[src/hw/rtl/tpchdc_pkg.sv]
package tpchdc_pkg;

  localparam int PAD_GRIDS_DEF  = 16;
  localparam int TIME_GRIDS_DEF = 32;
  localparam int PAD_ROWS_DEF   = 45;
  localparam int MAX_ROWS       = 45;
  localparam int INNER_ROWS     = 13;
  localparam int EAST_MIN       = 12;

  localparam logic signed [31:0] DRIFT_LEN = 32'sd13677822;
  localparam logic signed [31:0] FAR_CM    = 32'sd655360000;
  localparam logic signed [31:0] GATE_IN   = 32'sd65536;
  localparam logic signed [31:0] GATE_OUT  = 32'sd91750;
  localparam logic [40:0]        Z_CAP     = 41'h10000000000;

  // corner value width and shared unit widths
  localparam int CW     = 36;
  localparam int MUL_AW = 38;
  localparam int MUL_BW = 33;
  localparam int MUL_PW = MUL_AW + MUL_BW;
  localparam int DIV_NW = 64;
  localparam int DIV_DW = 32;
  localparam int DIV_CW = 7;

  localparam logic [7:0] PADS [MAX_ROWS] = '{
    8'd88, 8'd96, 8'd104, 8'd112, 8'd118, 8'd126, 8'd134, 8'd142, 8'd150, 8'd158,
    8'd166, 8'd174, 8'd182, 8'd98, 8'd100, 8'd102, 8'd104, 8'd106, 8'd106, 8'd108,
    8'd110, 8'd112, 8'd112, 8'd114, 8'd116, 8'd118, 8'd120, 8'd122, 8'd122, 8'd124,
    8'd126, 8'd128, 8'd128, 8'd130, 8'd132, 8'd134, 8'd136, 8'd138, 8'd138, 8'd140,
    8'd142, 8'd144, 8'd144, 8'd144, 8'd144};

  typedef enum logic [2:0] {
    CFG_SPACE_CHARGE  = 3'd0,
    CFG_DRIFT_VEL     = 3'd1,
    CFG_MAP_DRIFT_VEL = 3'd2,
    CFG_SECTOR_ID     = 3'd3,
    CFG_TB_GRID_SIZE  = 3'd4
  } cfg_idx_e;

  typedef enum logic [0:0] {
    OP_WRITE = 1'b0,
    OP_HIT   = 1'b1
  } op_e;

  typedef enum logic [3:0] {
    ST_IDLE,
    ST_DIV_PAD,
    ST_DIV_TIME,
    ST_ADDR,
    ST_RD_BASE,
    ST_RD_SLOPE,
    ST_MUL_SC,
    ST_ADD_SC,
    ST_LERP_MUL,
    ST_LERP_ADD,
    ST_Z_PREP,
    ST_Z_MUL,
    ST_Z_DIVST,
    ST_Z_DIV,
    ST_OUT
  } st_e;

  typedef struct packed {
    logic              start;
    logic [DIV_NW-1:0] dividend;
    logic [DIV_DW-1:0] divisor;
  } div_req_t;

  typedef struct packed {
    logic              done;
    logic [DIV_NW-1:0] quot;
    logic [DIV_DW-1:0] rem;
  } div_rsp_t;

  function automatic logic signed [31:0] sat32(input logic signed [47:0] v);
    logic signed [31:0] r;
    if (v > 48'sh7FFFFFFF) r = 32'sh7FFFFFFF;
    else if (v < -48'sh80000000) r = -32'sh80000000;
    else r = 32'(v);
    return r;
  endfunction

endpackage

[src/hw/rtl/tpchdc_mul.sv]
module tpchdc_mul (
  input  logic                                   clk_i,
  input  logic signed [tpchdc_pkg::MUL_AW-1:0]   a_i,
  input  logic signed [tpchdc_pkg::MUL_BW-1:0]   b_i,
  output logic signed [tpchdc_pkg::MUL_PW-1:0]   p_o
);

  always_ff @(posedge clk_i) begin
    p_o <= tpchdc_pkg::MUL_PW'(a_i) * tpchdc_pkg::MUL_PW'(b_i);
  end

endmodule

[config.mk]
export PLATFORM = sky130hd
export DESIGN_NAME = tpchdc_mul
export DESIGN_NICKNAME = d
export VERILOG_FILES = /design/src/hw/rtl/tpchdc_pkg.sv /design/src/hw/rtl/tpchdc_mul.sv
export SDC_FILE = /design/constraint.sdc
export NUM_CORES = 2
export LEC_CHECK = 0
export ABC_AREA = 1
export BUFFER_PORTS_ARGS = -buffer_cell sky130_fd_sc_hd__buf_4
export CAP_MARGIN = 20
export CORE_ASPECT_RATIO = 0.7
export CORE_MARGIN = 1
export CORE_UTILIZATION = 60
export CTS_CLUSTER_DIAMETER = 100
export DETAILED_ROUTE_END_ITERATION = 6
export PLACE_DENSITY = 0.82
export SYNTH_ARGS = -nofsm -noshare
export SYNTH_HDL_FRONTEND = slang
export SYNTH_SLANG_ARGS = --single-unit
[constraint.sdc]
create_clock -name clk_i -period 8.1 [get_ports clk_i]
set_clock_uncertainty 0.05 [all_clocks]
set_input_delay 0.405 -clock clk_i [delete_from_list [all_inputs] [get_ports clk_i]]
set_output_delay 0.405 -clock clk_i [all_outputs]
set_load 0.005 [all_outputs]
==> results.md <==
- Vias per inst: between 5 and 6
- Setup TNS: 0 ps
- Ys Warns: 0
- Status: finished, violations left
- Mapped Cells: just over 6,000
- Number of max-cap violations: 0
- First-pass GRT wire length: approximately 230 mm
- Violated checks: DRC
- Rel. slew slack: 46.3%
- Grt ovf: 0
- WL final: roughly 140 mm
- CTS clk-pin slew, worst paths: 70 ps
- Critical Path AT: 7880 ps
- H-tree levels: 3
- Critical Path Max Stage Delay: 800 ps
- Final instance area: about 0.05 mm2
- Period utilization: 94.7%
- Max Buffers Root-to-Sink: 2
- Ys flop type: dfxtp_1
- Cell Area, Placed: 0.0495 mm2
- Reg with most FFs: p_o
- Setup-failing EPs final: 0
- HP Class: in -> reg
- Max Clock Freq: between 100 and 150 MHz
- DR DRC count: 10
- Ports: between 100 and 150
- Initial antenna violation count: 3
- Cell Area, Synth: around 0.048 mm2
- Crit path kind: in -> reg
- TritonCTS Buffers: 9
- Final hold violations: 0
- Hold Path End: p_o[0]
- Critical Path Source Type: primary input
- Number of buffers and inverters on the critical path: 8
- Synth area leaders: fa_1 (54%), inv_1 (16%), nand2_1 (13%), ha_1 (5.9%), dfxtp_1 (3.0%)
- Initial DRC Count: around 4,400
- Drt first pass iters: 7
- FP Rows: between 80 and 90
- Async set-reset flop share out of synthesis: 0%
- Syn Nets: between 7,000 and 8,000
- CP max stage cell: fa_1
- Layout area overhead: 4.00%
- Pin count of the biggest net entering global routing: 39
- Post-CTS resize count: 0
- Fillers: about 6,500
- Crit path max-delay family: adder cells
- Cell mode on critical path: fa_1
- Critical Path End Type: register
- Crit path max fanout: 38
- Die Y: 238 um
- Largest register FFs: 71
- Top-count cell post-synth: inv_1
- Fin. max-slew vios: 0
- Synth cell types: 35
- Crit path from: b_i[0]
- Vias in the first global route: 41,100
- Yosys top cell area share: between 50% and 60%
- Measured slew at the worst slew-check pin: 804 ps
- DIE AREA: between 0.08 and 0.09 mm2
- Clock root buffer: clkbuf_16
- HPWL after DPL: ~120 mm
- Synth Area per Inst: 7.90 um2
- CTS sink cnt: 71
- Unrepaired setup endpoints after global routing: false
- Port bufs: about 140
- Nets: 7,568
- Fin crit period: approximately 7700 ps
- Hold path depth: 3
- Vias: 37,900
- Overall Global Routing Usage: between 30 and 40%
- Post-synth EDFFs: 0
- Commonest cells post-synth: inv_1 (2,007), nand2_1 (1,627), fa_1 (1,300), clkbuf_1 (233), ha_1 (227)
- Hold Startpoint: b_i[0]
- Die W: 340 um
- Layout cells sized above 1: approximately 5.2%
- Core outline area: between 0.07 and 0.08 mm2
- RePlAce Congestion: approximately 1.1
- Starting density of the core: between 60% and 70%
- Register area share after synthesis: under 10%
- WL/cell: between 20 and 25 um
- CTS tree: yes
- Post-CTS Setup Bufs: 0
- Post-synthesis register bit count: slightly above 70
- CP required: ~8300 ps
- Area leader, netlist: fa_1
- Top Registers: p_o: 71 flops
- Count of hold-fix buffers inserted at cts: 0
- Antenna viol nets, final: 0
==> area by class of cell <==
| type | count | area [um2] | share of cell area (%) |
|---|---|---|---|
| flip-flops and latches | 71 | 1420 | 2.85 |
| repair buffers | 180 | 1350 | 2.71 |
| clock inverters | 6 | 68.8 | 0.138 |
| multi-input cells | 3678 | 37800 | 75.9 |
| inverters | 2029 | 7620 | 15.3 |
| diodes | 1 | 2.50 | 0.00502 |
| well taps | 1056 | 1320 | 2.65 |
| clock buffers | 10 | 239 | 0.480 |
==> logic make-up after synthesis <==
family / after synthesis / share of synthesized area [%]
flip-flops: 71 / 2.97
XOR/XNOR: 38 / 0.695
AO/OA/AOI/OAI: 145 / 1.63
AND/OR/NAND/NOR: 1968 / 16.3
buffers and inverters: 2313 / 18.1
adder cells (fa/ha/maj): 1527 / 60.3
==> per-layer routing <==
| metal | track usage (%) | part of all wire (%) | up-vias |
|---|---|---|---|
| met3 | 13.4 | 16 | 373 |
| met4 | 10.7 | 3.6 | 4 |
| met5 | 0 | 0.015 | - |
| met2 | 54.2 | 41 | 2721 |
| met1 | 52.6 | 39 | 18600 |
| li1 | - | - | 16200 |
==> cell usage in the layout, fill, tap and decap left out, types with 2 or more instances in the layout <==
master     instances
nor4_2             2
xor2_1            37
o21ai_1            3
a21o_1             3
dfxtp_1           71
clkbuf_16          9
nand3b_1           2
fa_1            1300
nand2_1         1627
nand4_1           18
a21oi_2            4
o21ai_0           45
nor2_4             5
nor2_2            35
inv_1           2007
inv_2             21
nor2_1           152
buf_4            180
or2_2              8
a21oi_1           77
clkinv_4           2
nand3_2            4
o21bai_1          11
nand3_1           70
nor3_1             8
nand2_2           32
ha_1             227
==> per-stage QoR <==
stage	hold slack [ps]	util [%]	instances	setup slack, ps
6_report	587	63.2	7031	431
3_5_place_dp	737	62.8	7014	219
5_1_grt	588	63.2	7031	43.0
2_1_floorplan	639	-	6062	795
4_1_cts	559	63.2	7030	614
3_3_place_gp	736	62.8	7014	227
==> worst max path at each step <==
stage,slack (ps),end,cells past startpoint
global route,40,p_o[53],24
detailed placement,220,p_o[53],25
finish,430,p_o[53],25
CTS,610,p_o[53],25
floorplan,800,p_o[70],29
global placement,230,p_o[54],23
Power is left out: the tool's default activity adds up to more than one toggle a clock period on the data nets, which glitch-free logic cannot reach.
