===== src/hw/rtl/tpchdc_pkg.sv =====
package tpchdc_pkg;

  localparam int PAD_GRIDS_DEF  = 16;
  localparam int TIME_GRIDS_DEF = 32;
  localparam int PAD_ROWS_DEF   = 45;
  localparam int MAX_ROWS       = 45;
  localparam int INNER_ROWS     = 13;
  localparam int EAST_MIN       = 12;

  localparam logic signed [31:0] DRIFT_LEN = 32'sd13677822;
  localparam logic signed [31:0] FAR_CM    = 32'sd655360000;
  localparam logic signed [31:0] GATE_IN   = 32'sd65536;
  localparam logic signed [31:0] GATE_OUT  = 32'sd91750;
  localparam logic [40:0]        Z_CAP     = 41'h10000000000;

  // corner value width and shared unit widths
  localparam int CW     = 36;
  localparam int MUL_AW = 38;
  localparam int MUL_BW = 33;
  localparam int MUL_PW = MUL_AW + MUL_BW;
  localparam int DIV_NW = 64;
  localparam int DIV_DW = 32;
  localparam int DIV_CW = 7;

  localparam logic [7:0] PADS [MAX_ROWS] = '{
    8'd88, 8'd96, 8'd104, 8'd112, 8'd118, 8'd126, 8'd134, 8'd142, 8'd150, 8'd158,
    8'd166, 8'd174, 8'd182, 8'd98, 8'd100, 8'd102, 8'd104, 8'd106, 8'd106, 8'd108,
    8'd110, 8'd112, 8'd112, 8'd114, 8'd116, 8'd118, 8'd120, 8'd122, 8'd122, 8'd124,
    8'd126, 8'd128, 8'd128, 8'd130, 8'd132, 8'd134, 8'd136, 8'd138, 8'd138, 8'd140,
    8'd142, 8'd144, 8'd144, 8'd144, 8'd144};

  typedef enum logic [2:0] {
    CFG_SPACE_CHARGE  = 3'd0,
    CFG_DRIFT_VEL     = 3'd1,
    CFG_MAP_DRIFT_VEL = 3'd2,
    CFG_SECTOR_ID     = 3'd3,
    CFG_TB_GRID_SIZE  = 3'd4
  } cfg_idx_e;

  typedef enum logic [0:0] {
    OP_WRITE = 1'b0,
    OP_HIT   = 1'b1
  } op_e;

  typedef enum logic [3:0] {
    ST_IDLE,
    ST_DIV_PAD,
    ST_DIV_TIME,
    ST_ADDR,
    ST_RD_BASE,
    ST_RD_SLOPE,
    ST_MUL_SC,
    ST_ADD_SC,
    ST_LERP_MUL,
    ST_LERP_ADD,
    ST_Z_PREP,
    ST_Z_MUL,
    ST_Z_DIVST,
    ST_Z_DIV,
    ST_OUT
  } st_e;

  typedef struct packed {
    logic              start;
    logic [DIV_NW-1:0] dividend;
    logic [DIV_DW-1:0] divisor;
  } div_req_t;

  typedef struct packed {
    logic              done;
    logic [DIV_NW-1:0] quot;
    logic [DIV_DW-1:0] rem;
  } div_rsp_t;

  function automatic logic signed [31:0] sat32(input logic signed [47:0] v);
    logic signed [31:0] r;
    if (v > 48'sh7FFFFFFF) r = 32'sh7FFFFFFF;
    else if (v < -48'sh80000000) r = -32'sh80000000;
    else r = 32'(v);
    return r;
  endfunction

endpackage


===== src/hw/rtl/tpchdc_div.sv =====
module tpchdc_div (
  input  logic                 clk_i,
  input  logic                 rst_ni,
  input  tpchdc_pkg::div_req_t req_i,
  output tpchdc_pkg::div_rsp_t rsp_o
);

  logic [tpchdc_pkg::DIV_CW-1:0] cnt_q;
  logic                          busy_q;
  logic                          done_q;
  logic [tpchdc_pkg::DIV_NW-1:0] quot_q;
  logic [tpchdc_pkg::DIV_DW-1:0] rem_q;
  logic [tpchdc_pkg::DIV_DW-1:0] div_q;
  logic [tpchdc_pkg::DIV_DW:0]   trial;
  logic                          fits;

  assign trial = {rem_q, quot_q[tpchdc_pkg::DIV_NW-1]};
  assign fits  = trial >= {1'b0, div_q};

  always_ff @(posedge clk_i or negedge rst_ni) begin
    if (!rst_ni) begin
      cnt_q  <= '0;
      busy_q <= 1'b0;
      done_q <= 1'b0;
    end else begin
      done_q <= 1'b0;
      if (req_i.start) begin
        cnt_q  <= tpchdc_pkg::DIV_CW'(tpchdc_pkg::DIV_NW);
        busy_q <= 1'b1;
      end else if (busy_q) begin
        cnt_q <= cnt_q - 1'b1;
        if (cnt_q == tpchdc_pkg::DIV_CW'(1)) begin
          busy_q <= 1'b0;
          done_q <= 1'b1;
        end
      end
    end
  end

  always_ff @(posedge clk_i) begin
    if (req_i.start) begin
      quot_q <= req_i.dividend;
      rem_q  <= '0;
      div_q  <= req_i.divisor;
    end else if (busy_q) begin
      quot_q <= {quot_q[tpchdc_pkg::DIV_NW-2:0], fits};
      rem_q  <= fits ? tpchdc_pkg::DIV_DW'(trial - {1'b0, div_q})
                     : tpchdc_pkg::DIV_DW'(trial);
    end
  end

  assign rsp_o.done = done_q;
  assign rsp_o.quot = quot_q;
  assign rsp_o.rem  = rem_q;

endmodule


===== config.mk =====
export PLATFORM = sky130hd
export DESIGN_NAME = tpchdc_div
export DESIGN_NICKNAME = d
export VERILOG_FILES = /design/src/hw/rtl/tpchdc_pkg.sv /design/src/hw/rtl/tpchdc_div.sv
export SDC_FILE = /design/constraint.sdc
export NUM_CORES = 1
export LEC_CHECK = 0
export ABC_AREA = 0
export BUFFER_PORTS_ARGS = -buffer_cell sky130_fd_sc_hd__buf_2
export CELL_PAD_IN_SITES_DETAIL_PLACEMENT = 0
export CELL_PAD_IN_SITES_GLOBAL_PLACEMENT = 1
export CORE_MARGIN = 2
export CORE_UTILIZATION = 41
export CTS_CLUSTER_SIZE = 40
export DETAILED_ROUTE_END_ITERATION = 8
export PLACE_DENSITY = 0.8
export SYNTH_ARGS = -nofsm -noshare
export SYNTH_HDL_FRONTEND = slang
export SYNTH_SLANG_ARGS = --single-unit

===== constraint.sdc =====
create_clock -name clk_i -period 3.43 [get_ports clk_i]
set_clock_uncertainty 0.1 [all_clocks]
set_input_delay 0.5145 -clock clk_i [delete_from_list [all_inputs] [get_ports clk_i]]
set_output_delay 0.5145 -clock clk_i [all_outputs]
set_load 0.1 [all_outputs]

==> results.md, run 1 <==
| Result | This run | Unit |
|:---|:---|:---|
| Result of the run | finished, final reports clean | - |
| Die boundary height | 139 | um |
| Final setup TNS | 0 | ns |
| ANT nets after route | 0 | - |
| Area fraction of the dominant cell type after synthesis | 38.7 | % |
| Signal arrival time at the worst endpoint | 3.38 | ns |
| Total of flip-flops plus latches after synthesis | 137 | - |
| Clock sink total | 137 | - |
| Global route total overflow | 0 | - |
| Routability-driven placement congestion ratio | 0.809 | - |
| Cell type contributing the most total cell area after synthesis | sky130_fd_sc_hd__edfxtp_1 | - |
| Cell area after technology mapping | 7460 | um2 |
| Minimum setup slack among reg-to-reg paths | 0.28 | ns |
| Number of nets in the layout | 1009 | - |
| Post-layout power | 9.25 | mW |
| Largest fanout on the critical path | 15 | - |
| Required arrival time at the worst endpoint | 3.67 | ns |
| Pre-antenna DRT Iters | 5 | - |
| Total CTS buffers | 17 | - |
| All-Layer GR Usage | 19.4 | % |
| Final HPWL from detailed placement | 13800 | um |
| Peak supply drop | 783 | uV |
| Setup crit end kind | register | - |
| Number of antenna violations at the first check in global routing | 4 | - |
| Filler instances | 1652 | - |
| Flip-flop cell with the highest count after synthesis | sky130_fd_sc_hd__edfxtp_1 | - |
| Gate count of the mapped netlist | 678 | - |
| Worst Hold End | div_q[6]$_DFFE_PP_ | - |
| Standby leakage power | 4.16 | nW |
| Number of pins exceeding their max-slew limit in the final report | 0 | - |
| Actual transition at the worst max-transition pin | 0.577 | ns |
| Total number of yosys warnings | 0 | - |
| Cell with the most instances after synthesis | sky130_fd_sc_hd__edfxtp_1 | - |
| Final-report setup violation count | 0 | - |
| Latest clock arrival within the worst-skew pair | 0.43 | ns |
| Critical register-to-register path startpoint | div_q[6]$_DFFE_PP_ | - |
| # IOs | 196 | - |
| Time the final worst path needs with I/O delays and setup | 3.15 | ns |
| Final wirelength | 18800 | um |
| Std-Cell Core Area | 17900 | um2 |
| Count of unresolved DRC violations after routing | 0 | - |
| RSZ-0062 raised after global routing | false | - |
| Total die area | 19300 | um2 |
| Worst Reg2Reg Path Length in Cells | 11 | - |
| Number of synthesized flops with an enable pin | 96 | - |
| Post-synthesis async set-or-reset flop share | 6.57 | % |
| Category of the worst setup path launch point | register | - |
| Hold Path Stages | 1 | - |
| Synthesized netlist net count | 812 | - |
| Max Clock Freq | 0.318 | GHz |
| Cells taking the most area after synthesis | sky130_fd_sc_hd__edfxtp_1 (39%), sky130_fd_sc_hd__mux2_2 (9.7%), sky130_fd_sc_hd__dfxtp_1 (8.6%), sky130_fd_sc_hd__ha_1 (5.7%), sky130_fd_sc_hd__nand2_1 (4.0%) | - |
| Share of the yosys chip area belonging to registers | 50.3 | % |
| CTS tree | done | - |
| Final Hold Violating Endpoints | 0 | - |
| Via count of the first global-routing pass | 5938 | - |
| Ratio of total power to cell area | 990 | nW/um2 |
| Number of H-tree levels | 4 | - |
| Cell types with the highest counts after synthesis | sky130_fd_sc_hd__edfxtp_1 (96), sky130_fd_sc_hd__nand2_1 (80), sky130_fd_sc_hd__mux2_2 (64) | - |
| Post-CTS setup repair buffer count | 0 | - |
| Number of violations of the max-capacitance limit | 0 | - |
| Via-per-instance ratio | 5.25 | - |
| Standard-cell row count | 49 | - |
| Drt initial violations | 333 | - |
| Count of vias placed by the detailed router | 5874 | - |
| Longest Clk Path Bufs | 2 | - |
| Type of the tightest min-delay check | primary input to register | - |
| Count of port buffers added during placement | 195 | - |
| Maximum number of pins on one net before global-route repair | 88 | - |
| Terminus of the critical flop-to-flop path | rem_q[16]$_SDFFE_PP0P_ | - |
| Initial Util | 41.6 | % |
| Mean Syn Cell Area | 11.0 | um2 |
| Layout overhead on the synthesized area | 25.4 | % |
| Root buffer cell | sky130_fd_sc_hd__clkbuf_16 | - |
| First-pass GRT wire length | 30100 | um |
| Post-DR wirelength/cell | 16.8 | um |
| Worst slew margin | 61.1 | % |
| Count of distinct cell types in the synthesized netlist | 64 | - |
| Final period util | 91.7 | % |
| Origin of the worst min-delay path | req_i[6] | - |
| Die width | 139 | um |
| Layout cells sized above 1 | 36.6 | % |
| Critical path class | register to register | - |
| CTS clk-pin slew, worst paths | 0.07 | ns |
## power by group
part / leakage (nW) / switching [mW] / total, mW / internal (mW)
combinational: 2.50 / 3.60 / 4.88 / 1.28
clock: 0.303 / 0.865 / 1.93 / 1.06
sequential: 1.36 / 0.289 / 2.44 / 2.15
## stage by stage
step           hold WS [ns]  worst slack [ns]  cells  util, %  cell area, um2
2_1_floorplan         0.119           0.00456    678        -            7460
3_3_place_gp          0.275             0.362   1083     48.6            8700
3_5_place_dp          0.276             0.336   1083     48.6            8700
4_1_cts               0.137             0.310   1116     52.1            9340
5_1_grt               0.140            0.0125   1118     52.2            9350
6_report              0.158             0.284   1118     52.2            9350
## critical path, cell delays in order, from the launching register on
cell and delay [ns]:
sky130_fd_sc_hd__edfxtp_1 0.33, sky130_fd_sc_hd__inv_1 0.05, sky130_fd_sc_hd__ha_1 0.41, sky130_fd_sc_hd__o21ai_0 0.19
sky130_fd_sc_hd__a211oi_2 0.30, sky130_fd_sc_hd__o211ai_2 0.17, sky130_fd_sc_hd__a21oi_2 0.20, sky130_fd_sc_hd__a2111oi_4 0.07
sky130_fd_sc_hd__buf_4 0.19, sky130_fd_sc_hd__o21a_2 0.37, sky130_fd_sc_hd__or3_1 0.42, sky130_fd_sc_hd__a311oi_1 0.25
## what timing repair did
action,CTS,global route
endpoints found under the setup margin,0,1
gates resized for setup,0,0
hold endpoints to repair,9,0
hold buffers,1,0
## worst max-delay path by stage
stage	cells past startpoint	slack, ns	endpoint	from
2_1_floorplan	9	0.005	quot_q[0]$_DFFE_PP_	rem_q[7]$_SDFFE_PP0P_
4_1_cts	11	0.31	rem_q[16]$_SDFFE_PP0P_	div_q[6]$_DFFE_PP_
3_5_place_dp	11	0.34	rem_q[25]$_SDFFE_PP0P_	div_q[11]$_DFFE_PP_
5_1_grt	11	0.01	rem_q[16]$_SDFFE_PP0P_	div_q[6]$_DFFE_PP_
3_3_place_gp	11	0.36	rem_q[16]$_SDFFE_PP0P_	div_q[6]$_DFFE_PP_
6_report	11	0.28	rem_q[16]$_SDFFE_PP0P_	div_q[6]$_DFFE_PP_
## sequential cells by signal, indices dropped and copies added, names as in the netlist
signal  cells
cnt_q       7
done_q      1
rem_q      32
div_q      32
quot_q     64
busy_q      1
## layer usage
| layer | vias up | GRT usage, % | part of all wire, % |
|---|---|---|---|
| met3 | 24 | 7.32 | 8.1 |
| met2 | 187 | 32.1 | 47 |
| met4 | 6 | 5.05 | 1.2 |
| met5 | - | 0 | 0.17 |
| li1 | 2906 | - | - |
| met1 | 2751 | 23.8 | 43 |
## layout make-up
| cell class | instances | area (um2) | share of cell area (%) |
|---|---|---|---|
| diodes | 1 | 2.50 | 0.0268 |
| clock buffers | 17 | 425 | 4.55 |
| flip-flops and latches | 137 | 3750 | 40.2 |
| repair buffers | 207 | 1110 | 11.9 |
| inverters | 41 | 154 | 1.65 |
| clock inverters | 15 | 199 | 2.13 |
| multi-input cells | 471 | 3420 | 36.6 |
| well taps | 229 | 287 | 3.07 |
## cells in the final DEF, fill, tap and decap left out, types with 17 or more instances in the layout
cell type and n:
sky130_fd_sc_hd__buf_2 194, sky130_fd_sc_hd__edfxtp_1 96, sky130_fd_sc_hd__nand2_1 80, sky130_fd_sc_hd__mux2_2 64
sky130_fd_sc_hd__nor2_1 49, sky130_fd_sc_hd__inv_1 41, sky130_fd_sc_hd__a21oi_1 34, sky130_fd_sc_hd__ha_1 34
sky130_fd_sc_hd__dfxtp_1 29, sky130_fd_sc_hd__a311oi_1 22, sky130_fd_sc_hd__o21ai_0 21, sky130_fd_sc_hd__xnor2_1 19
sky130_fd_sc_hd__clkbuf_16 17
## logic make-up after synthesis
family / after synthesis / share of synthesized area (%)
AOI/OAI and AO/OA: 144 / 14.2
muxes: 66 / 9.93
adders and majority gates: 35 / 5.97
buffers and inverters: 71 / 4.01
xor gates and xnor gates: 30 / 3.52
DFF: 137 / 50.3
and+or+nand+nor: 195 / 12.0
Note: power is estimated with default switching activity, not from simulation.
==> run 2: changes to the inputs <==
--- a/config.mk
+++ b/config.mk
@@ -14,6 +14,7 @@
 export CTS_CLUSTER_SIZE = 40
 export DETAILED_ROUTE_END_ITERATION = 8
 export PLACE_DENSITY = 0.8
+export REMOVE_ABC_BUFFERS = 1
 export SYNTH_ARGS = -nofsm -noshare
 export SYNTH_HDL_FRONTEND = slang
 export SYNTH_SLANG_ARGS = --single-unit
==> run 2 against run 1 <==
- hold slack better by 0.0019 ns
- design area decreased by 0.21%
- clock-buffer cell count did not move
- setup slack worse by 0.0019 ns
- maximum frequency is essentially flat
- sequential cell count stayed put
- die area stayed put
- clock power about the same
- via count rose by 0.66%
- total power fell by 0.39%
- combinational power decreased by 0.8%
==> results.md, run 2 (synthesis gave the netlist of run 1 again) <==
| Result | This run | Unit | Delta |
|:---|:---|:---|:---|
| Result of the run | finished, final reports clean | - |  |
| Net switching power of the design | 4.65 | mW | -2.2% |
| Global route total overflow | 0 | - | unchanged |
| Number of nets in the layout | 1007 | - | -0.20% |
| Signal arrival time at the worst endpoint | 3.37 | ns | about the same |
| Critical path cell sequence | inv_1, ha_1, o21ai_0, a211oi_2, o211ai_2, a21oi_2, a2111oi_4, o21ai_2, buf_4, o21ai_0, o221a_2 | - |  |
| Power share of the sequential group | 26.6 | % | +0.2 points |
| Routability-driven placement congestion ratio | 0.802 | - | -0.88% |
| Clock group share of total power | 20.9 | % | about the same |
| Most common cell after layout, fill and taps aside | sky130_fd_sc_hd__buf_2 | - |  |
| Actual transition at the worst max-transition pin | 0.616 | ns | +0.0391 ns |
| Longest Clk Path Bufs | 2 | - | unchanged |
| Clock sink total | 137 | - | unchanged |
| Critical path class | register to register | - |  |
| First-pass GRT wire length | 30500 | um | +1.2% |
| Setup crit end kind | register | - |  |
| Layout overhead on the synthesized area | 25.1 | % |  |
| Largest registers ranked by flip-flop count | quot_q x64, div_q x32, rem_q x32 | - |  |
| Die width | 139 | um | unchanged |
| Type of the tightest min-delay check | primary input to register | - |  |
| Standby leakage power | 4.15 | nW | -0.33% |
| Layout cells sized above 1 | 36.2 | % | -0.44 points |
| Max reg flops | 64 | - | unchanged |
| Count of unresolved DRC violations after routing | 0 | - | unchanged |
| ANT nets after route | 0 | - | unchanged |
| Diodes inserted | 0 | - | -1 |
| Number of antenna violations at the first check in global routing | 1 | - | -3 |
| Commonest non-fill, non-tap cells in the layout | sky130_fd_sc_hd__buf_2 (194), sky130_fd_sc_hd__edfxtp_1 (96), sky130_fd_sc_hd__nand2_1 (80), sky130_fd_sc_hd__mux2_2 (64), sky130_fd_sc_hd__nor2_1 (49) | - |  |
| Min Hold Slack | 0.159 | ns | +0.00187 ns |
| Filler instances | 1670 | - | +1.1% |
| Via-per-instance ratio | 5.31 | - | +1.0% |
| # IOs | 196 | - | unchanged |
| Final period util | 91.8 | % | about the same |
| Category of the worst setup path launch point | register | - |  |
| Required arrival time at the worst endpoint | 3.65 | ns | -0.02 ns |
| Number of pins exceeding their max-slew limit in the final report | 0 | - | unchanged |
| Largest fanout on the critical path | 13 | - | -2 |
| Drt initial violations | 328 | - | -1.5% |
| Number of H-tree levels | 4 | - | unchanged |
| Worst slew margin | 58.5 | % | -2.6 points |
| Peak supply drop | 678 | uV | -13% |
| Total CTS buffers | 17 | - | unchanged |
| Proportion of total power due to net switching | 50.5 | % | -0.93 points |
| All-Layer GR Usage | 19.6 | % | +0.24 points |
| CTS clk-pin slew, worst paths | 0.07 | ns | about the same |
| Slowest Stage Delay on Critical Path | 0.54 | ns | +0.12 ns |
| Count of vias placed by the detailed router | 5913 | - | +0.66% |
| Most frequent cell on the critical path | sky130_fd_sc_hd__o21ai_0 | - |  |
| Latest clock arrival within the worst-skew pair | 0.43 | ns | about the same |
| Final-report setup violation count | 0 | - | unchanged |
| Pre-antenna DRT Iters | 5 | - | unchanged |
| Internal power | 4.56 | mW | +1.5% |
| Count of port buffers added during placement | 195 | - | unchanged |
| CTS tree | done | - |  |
| Biggest register | quot_q | - |  |
| Final wirelength | 19000 | um | +0.72% |
| Total die area | 19300 | um2 | unchanged |
| Standard-cell row count | 49 | - | unchanged |
| Time the final worst path needs with I/O delays and setup | 3.15 | ns | +0.00192 ns |
| Post-DR wirelength/cell | 17.0 | um | +1.1% |
| RSZ-0062 raised after global routing | false | - |  |
| Gate power share | 52.5 | % | -0.3 points |
| Final Hold Violating Endpoints | 0 | - | unchanged |
| Initial Util | 41.6 | % | unchanged |
| Slowest-stage cell, CP | sky130_fd_sc_hd__o21ai_2 | - |  |
| Die boundary height | 139 | um | unchanged |
| Maximum number of pins on one net before global-route repair | 65 | - | -26% |
| Final HPWL from detailed placement | 13800 | um | -0.22% |
| Post-layout power | 9.21 | mW | -0.39% |
| Via count of the first global-routing pass | 6034 | - | +1.6% |
| Ratio of total power to cell area | 988 | nW/um2 | -0.18% |
| Post-CTS setup repair buffer count | 0 | - | unchanged |
| Max Clock Freq | 0.318 | GHz | about the same |
| Number of violations of the max-capacitance limit | 0 | - | unchanged |
| Std-Cell Core Area | 17900 | um2 | unchanged |
| Root buffer cell | sky130_fd_sc_hd__clkbuf_16 | - |  |
## run 2: changes by cell type in the layout (fill, tap and decap cells not counted), moves of 2 or more
cell                        change
sky130_fd_sc_hd__inv_8          -5
sky130_fd_sc_hd__inv_6          +2
sky130_fd_sc_hd__clkinv_8       -4
sky130_fd_sc_hd__bufinv_16      +2
sky130_fd_sc_hd__buf_4          -2
sky130_fd_sc_hd__dfxtp_2        -3
sky130_fd_sc_hd__dfxtp_1        +3
sky130_fd_sc_hd__clkinv_4       +3
## run 2: what timing repair did
item                                    in CTS  in global routing
endpoints found under the setup margin       0                 25
endpoints found under the hold margin        9                  0
resized for setup                            0                  3
hold buffers                                 1                  0
## run 2: final timing paths
kind                                       start                     end  slack [ns]  cells past startpoint
min in group asynchronous                 rst_ni    cnt_q[1]$_DFFE_PN0P_        0.38                      2
max in group asynchronous                 rst_ni        busy_q$_DFF_PN0_        2.66                      2
max                           div_q[6]$_DFFE_PP_  rem_q[30]$_SDFFE_PP0P_        0.28                     11
max reg2reg                   div_q[6]$_DFFE_PP_  rem_q[30]$_SDFFE_PP0P_        0.28                     11
min reg2reg                rem_q[2]$_SDFFE_PP0P_   rem_q[3]$_SDFFE_PP0P_        0.41                      2
min                                     req_i[1]      div_q[1]$_DFFE_PP_        0.16                      1
## run 2: area by class of cell
| cell class | count | area (um2) | area share [%] |
|---|---|---|---|
| sequential | 137 | 3750 | 40.2 |
| multi-input combinational | 471 | 3430 | 36.8 |
| timing repair buffer | 205 | 1090 | 11.7 |
| clock buffer | 17 | 425 | 4.56 |
| tap | 229 | 287 | 3.07 |
| clock inverter | 14 | 185 | 1.99 |
| inverter | 41 | 154 | 1.65 |
## run 2: power groups by stage
stage	combinational, mW	sequential, mW	clock [mW]
global placement	4.79	2.48	0
global route	5.17	2.51	2.03
CTS	4.81	2.45	1.96
floorplan	1.87	4.48	0
detailed placement	4.80	2.48	0
finish	4.84	2.45	1.93
## run 2: metrics by stage
step	worst slack (ns)	TNS (ns)	util [%]	cell area [um2]	instances
2_1_floorplan	-0.201	-1.19	-	7310	648
3_3_place_gp	0.279	0	48.5	8680	1081
3_5_place_dp	0.240	0	48.5	8680	1081
4_1_cts	0.221	0	52.0	9300	1113
5_1_grt	0.0381	0	52.1	9330	1114
6_report	0.283	0	52.1	9330	1114
## run 2: worst max-delay path: cells and delay by family, from the launching register on
family                   cells  cell delay (ns)
flip-flops                   1             0.32
adder cells (fa/ha/maj)      1             0.41
buffers and inverters        2             0.34
AO/OA/AOI/OAI                8             1.87
## run 2: per-layer routing
metal / track usage (%) / vias to the layer above / part of all wire, %
li1: - / 2903 / -
met1: 23.9 / 2797 / 42
met2: 32.1 / 194 / 47
met3: 7.77 / 19 / 9.2
met4: 6.11 / 0 / 1.6
met5: 0 / - / 0
==> run 3: changes to the inputs <==
--- a/config.mk
+++ b/config.mk
@@ -9,6 +9,7 @@
 export BUFFER_PORTS_ARGS = -buffer_cell sky130_fd_sc_hd__buf_2
 export CELL_PAD_IN_SITES_DETAIL_PLACEMENT = 0
 export CELL_PAD_IN_SITES_GLOBAL_PLACEMENT = 1
+export CORE_ASPECT_RATIO = 1.4
 export CORE_MARGIN = 2
 export CORE_UTILIZATION = 41
 export CTS_CLUSTER_SIZE = 40
==> constraint.sdc (replaced) <==
create_clock -name clk_i -period 3.26 [get_ports clk_i]
set_clock_uncertainty 0.1 [all_clocks]
set_input_delay 0.489 -clock clk_i [delete_from_list [all_inputs] [get_ports clk_i]]
set_output_delay 0.489 -clock clk_i [all_outputs]
set_load 0.1 [all_outputs]
==> run 3 against run 2 <==
- combinational power rose by 7.0%
- sequential cell count did not move
- total power rose by 4.6%
- global-route usage rose by 1.1 points
- cell count rose by 2.2%
- non-clock buffer count rose by 13
==> results.md, run 3 (synthesis gave the netlist of run 1 again) <==
| Result | This run | Unit | Delta |
|:---|:---|:---|:---|
| Count of port buffers added during placement | 195 | - | unchanged |
| Critical path class | register to register | - |  |
| Count of unresolved DRC violations after routing | 0 | - | unchanged |
| Layer carrying the most global-route usage | met2 | - |  |
| Total CTS buffers | 17 | - | unchanged |
| Most common cell after layout, fill and taps aside | sky130_fd_sc_hd__buf_2 | - |  |
| Slowest Stage Delay on Critical Path | 0.41 | ns | -0.13 ns |
| Min Hold Slack | 0.138 | ns | -0.0211 ns |
| Root buffer cell | sky130_fd_sc_hd__clkbuf_16 | - |  |
| Via count of the first global-routing pass | 6088 | - | +0.89% |
| Std-Cell Core Area | 17900 | um2 | +0.13% |
| Time the final worst path needs with I/O delays and setup | 2.95 | ns | -0.197 ns |
| Number of pins exceeding their max-slew limit in the final report | 0 | - | unchanged |
| Ratio of total power to cell area | 1030 | nW/um2 | +4.2% |
| Layout cells sized above 1 | 37.2 | % | +1.0 points |
| Critical register-to-register path startpoint | quot_q[63]$_DFFE_PP_ | - |  |
| Required arrival time at the worst endpoint | 3.53 | ns | -0.12 ns |
| Die boundary height | 164 | um | +18% |
| Final Hold Violating Endpoints | 0 | - | unchanged |
| Final period util | 90.5 | % | -1.2 points |
| Total die area | 19300 | um2 | about the same |
| Routability-driven placement congestion ratio | 0.862 | - | +7.6% |
| CTS tree | done | - |  |
| Layout overhead on the synthesized area | 25.5 | % |  |
| Clock sink total | 137 | - | unchanged |
| Maximum number of pins on one net before global-route repair | 49 | - | -25% |
| Actual transition at the worst max-transition pin | 0.641 | ns | +0.0247 ns |
| Setup crit end kind | register | - |  |
| Worst slew margin | 56.8 | % | -1.7 points |
| CTS clk-pin slew, worst paths | 0.06 | ns | about the same |
| Latest clock arrival within the worst-skew pair | 0.42 | ns | about the same |
| Category of the worst setup path launch point | register | - |  |
| Initial Util | 41.6 | % | -0.052 points |
| Largest fanout on the critical path | 4 | - | -9 |
| Longest Clk Path Bufs | 2 | - | unchanged |
| Die width | 118 | um | -15% |
| Final HPWL from detailed placement | 14900 | um | +8.2% |
| Biggest register | quot_q | - |  |
| Most frequent cell on the critical path | sky130_fd_sc_hd__o2111ai_1 | - |  |
| Number of violations of the max-capacitance limit | 0 | - | unchanged |
| Power share of the sequential group | 26.7 | % | about the same |
| Signal arrival time at the worst endpoint | 3.22 | ns | -0.15 ns |
| Largest registers ranked by flip-flop count | quot_q x64, div_q x32, rem_q x32 | - |  |
| Final Instance Area | 9360 | um2 | +0.35% |
| Standard-cell row count | 58 | - | +18% |
| Global Route met3 Usage | 7.96 | % | +0.19 points |
| Global route total overflow | 0 | - | unchanged |
| Terminus of the critical flop-to-flop path | rem_q[30]$_SDFFE_PP0P_ | - |  |
| Internal power | 4.70 | mW | +2.9% |
| Standby leakage power | 4.18 | nW | +0.69% |
| Type of the tightest min-delay check | primary input to register | - |  |
| Slowest-stage cell, CP | sky130_fd_sc_hd__fa_1 | - |  |
| Max reg flops | 64 | - | unchanged |
| Filler instances | 1677 | - | +0.42% |
| Met1 Use GR | 23.2 | % | -0.68 points |
| Via-per-instance ratio | 5.25 | - | -1.1% |
| Proportion of total power due to net switching | 51.2 | % | +0.77 points |
| Result of the run | finished, final reports clean | - |  |
| Post-layout power | 9.63 | mW | +4.6% |
| Pre-antenna DRT Iters | 4 | - | -1 |
| Drt initial violations | 249 | - | -24% |
| Clock group share of total power | 19.5 | % | -1.4 points |
| Net switching power of the design | 4.94 | mW | +6.2% |
| Minimum setup slack among reg-to-reg paths | 0.31 | ns | +0.03 ns |
| Gate power share | 53.8 | % | +1.3 points |
| Peak supply drop | 444 | uV | -35% |
| Critical path cell sequence | inv_1, ha_1, fa_1, nor2b_1, o2111ai_1, a21oi_1, o21ai_0, a211oi_1, buf_4, o2111ai_1, a31oi_1, o221a_2 | - |  |
| All-Layer GR Usage | 20.7 | % | +1.1 points |
| Placed cell count | 1104 | - | +2.1% |
| Diodes inserted | 0 | - | unchanged |
| # IOs | 196 | - | unchanged |
| ANT nets after route | 0 | - | unchanged |
| Post-DR wirelength/cell | 17.1 | um | +0.61% |
| First-pass GRT wire length | 31100 | um | +1.9% |
| Max Clock Freq | 0.339 | GHz | +6.7% |
| Number of nets in the layout | 1019 | - | +1.2% |
| RSZ-0062 raised after global routing | false | - |  |
| Non-Filler Instances | 1138 | - | +2.2% |
| Core Util, Final | 52.2 | % | +0.12 points |
| Setup crit start | quot_q[63]$_DFFE_PP_ | - |  |
| Number of H-tree levels | 4 | - | unchanged |
| Worst Reg2Reg Path Length in Cells | 12 | - | +1 |
| Final wirelength | 19500 | um | +2.8% |
| Final-report setup violation count | 0 | - | unchanged |
| Placed cell area | 8760 | um2 | +0.91% |
| Number of antenna violations at the first check in global routing | 3 | - | +2 |
| Commonest non-fill, non-tap cells in the layout | sky130_fd_sc_hd__buf_2 (194), sky130_fd_sc_hd__edfxtp_1 (96), sky130_fd_sc_hd__nand2_1 (80), sky130_fd_sc_hd__mux2_2 (64), sky130_fd_sc_hd__nor2_1 (49) | - |  |
| Count of vias placed by the detailed router | 5976 | - | +1.1% |
| Met2 routing resource usage after global routing | 35.7 | % | +3.6 points |
| Capturing instance or port of the critical path | rem_q[30]$_SDFFE_PP0P_ | - |  |
==> run 3: cell count changes in the layout (fill, tap and decap cells not counted) <==
cell / before / now
sky130_fd_sc_hd__a21oi_1: 33 / 32
sky130_fd_sc_hd__clkinv_4: 3 / 2
sky130_fd_sc_hd__clkbuf_1: 0 / 1
sky130_fd_sc_hd__clkinv_1: 1 / 0
sky130_fd_sc_hd__o21a_4: 2 / 1
sky130_fd_sc_hd__clkinvlp_4: 1 / 2
sky130_fd_sc_hd__buf_4: 7 / 22
sky130_fd_sc_hd__buf_12: 3 / 1
sky130_fd_sc_hd__a21oi_2: 2 / 3
sky130_fd_sc_hd__clkinv_2: 0 / 2
sky130_fd_sc_hd__inv_6: 4 / 5
sky130_fd_sc_hd__bufinv_16: 3 / 1
==> run 3: per-layer routing <==
layer | wire [um] | share of wire, %
met1 | 7610 | 39
met2 | 9730 | 50
met3 | 1670 | 8.6
met4 | 438 | 2.2
met5 | 44 | 0.23
==> run 3: final cells by class <==
class,count,area [um2],share of cell area (%)
clock buffer,18,429,4.59
clock inverter,14,139,1.48
inverter,41,154,1.64
multi-input combinational,470,3420,36.6
sequential,137,3750,40.1
tap,240,300,3.21
timing repair buffer,218,1170,12.5
==> run 3: power groups by stage <==
| stage | Combinational [mW] | Clock, mW | Sequential, mW |
|---|---|---|---|
| after floorplan | 1.96 | 0 | 4.71 |
| after global placement | 5.16 | 0 | 2.60 |
| after detailed placement | 5.17 | 0 | 2.61 |
| after CTS | 5.18 | 1.94 | 2.58 |
| after global routing | 5.51 | 2.00 | 2.63 |
| final | 5.18 | 1.88 | 2.57 |
==> run 3: what timing repair did <==
action,in CTS,in global routing
setup buffers,0,1
resized for setup,0,3
endpoints found under the setup margin,0,14
hold endpoints to repair,9,0
hold buffers,1,0
==> run 3: worst min-delay path by stage <==
stage	from	endpoint	slack (ns)	cells after the start
global route	req_i[26]	div_q[26]$_DFFE_PP_	0.12	1
detailed placement	rst_ni	done_q$_DFF_PN0_	0.25	1
CTS	req_i[26]	div_q[26]$_DFFE_PP_	0.12	1
floorplan	rst_ni	busy_q$_DFF_PN0_	0.09	0
finish	req_i[27]	div_q[27]$_DFFE_PP_	0.14	1
global placement	rst_ni	done_q$_DFF_PN0_	0.26	1
==> run 3: critical path, delay by kind of cell (launching register included) <==
kind,cells,cell delay [ns]
AO/OA/AOI/OAI,7,1.38
buffers and inverters,2,0.22
flip-flops,1,0.36
adder cells (fa/ha/maj),2,0.62
AND/OR/NAND/NOR,1,0.21
==> run 3: per-stage QoR <==
stage	setup WS (ns)	TNS, ns
global placement	0.273	0
floorplan	-0.371	-6.72
global route	0.0435	0
finish	0.309	0
detailed placement	0.213	0
CTS	0.191	0
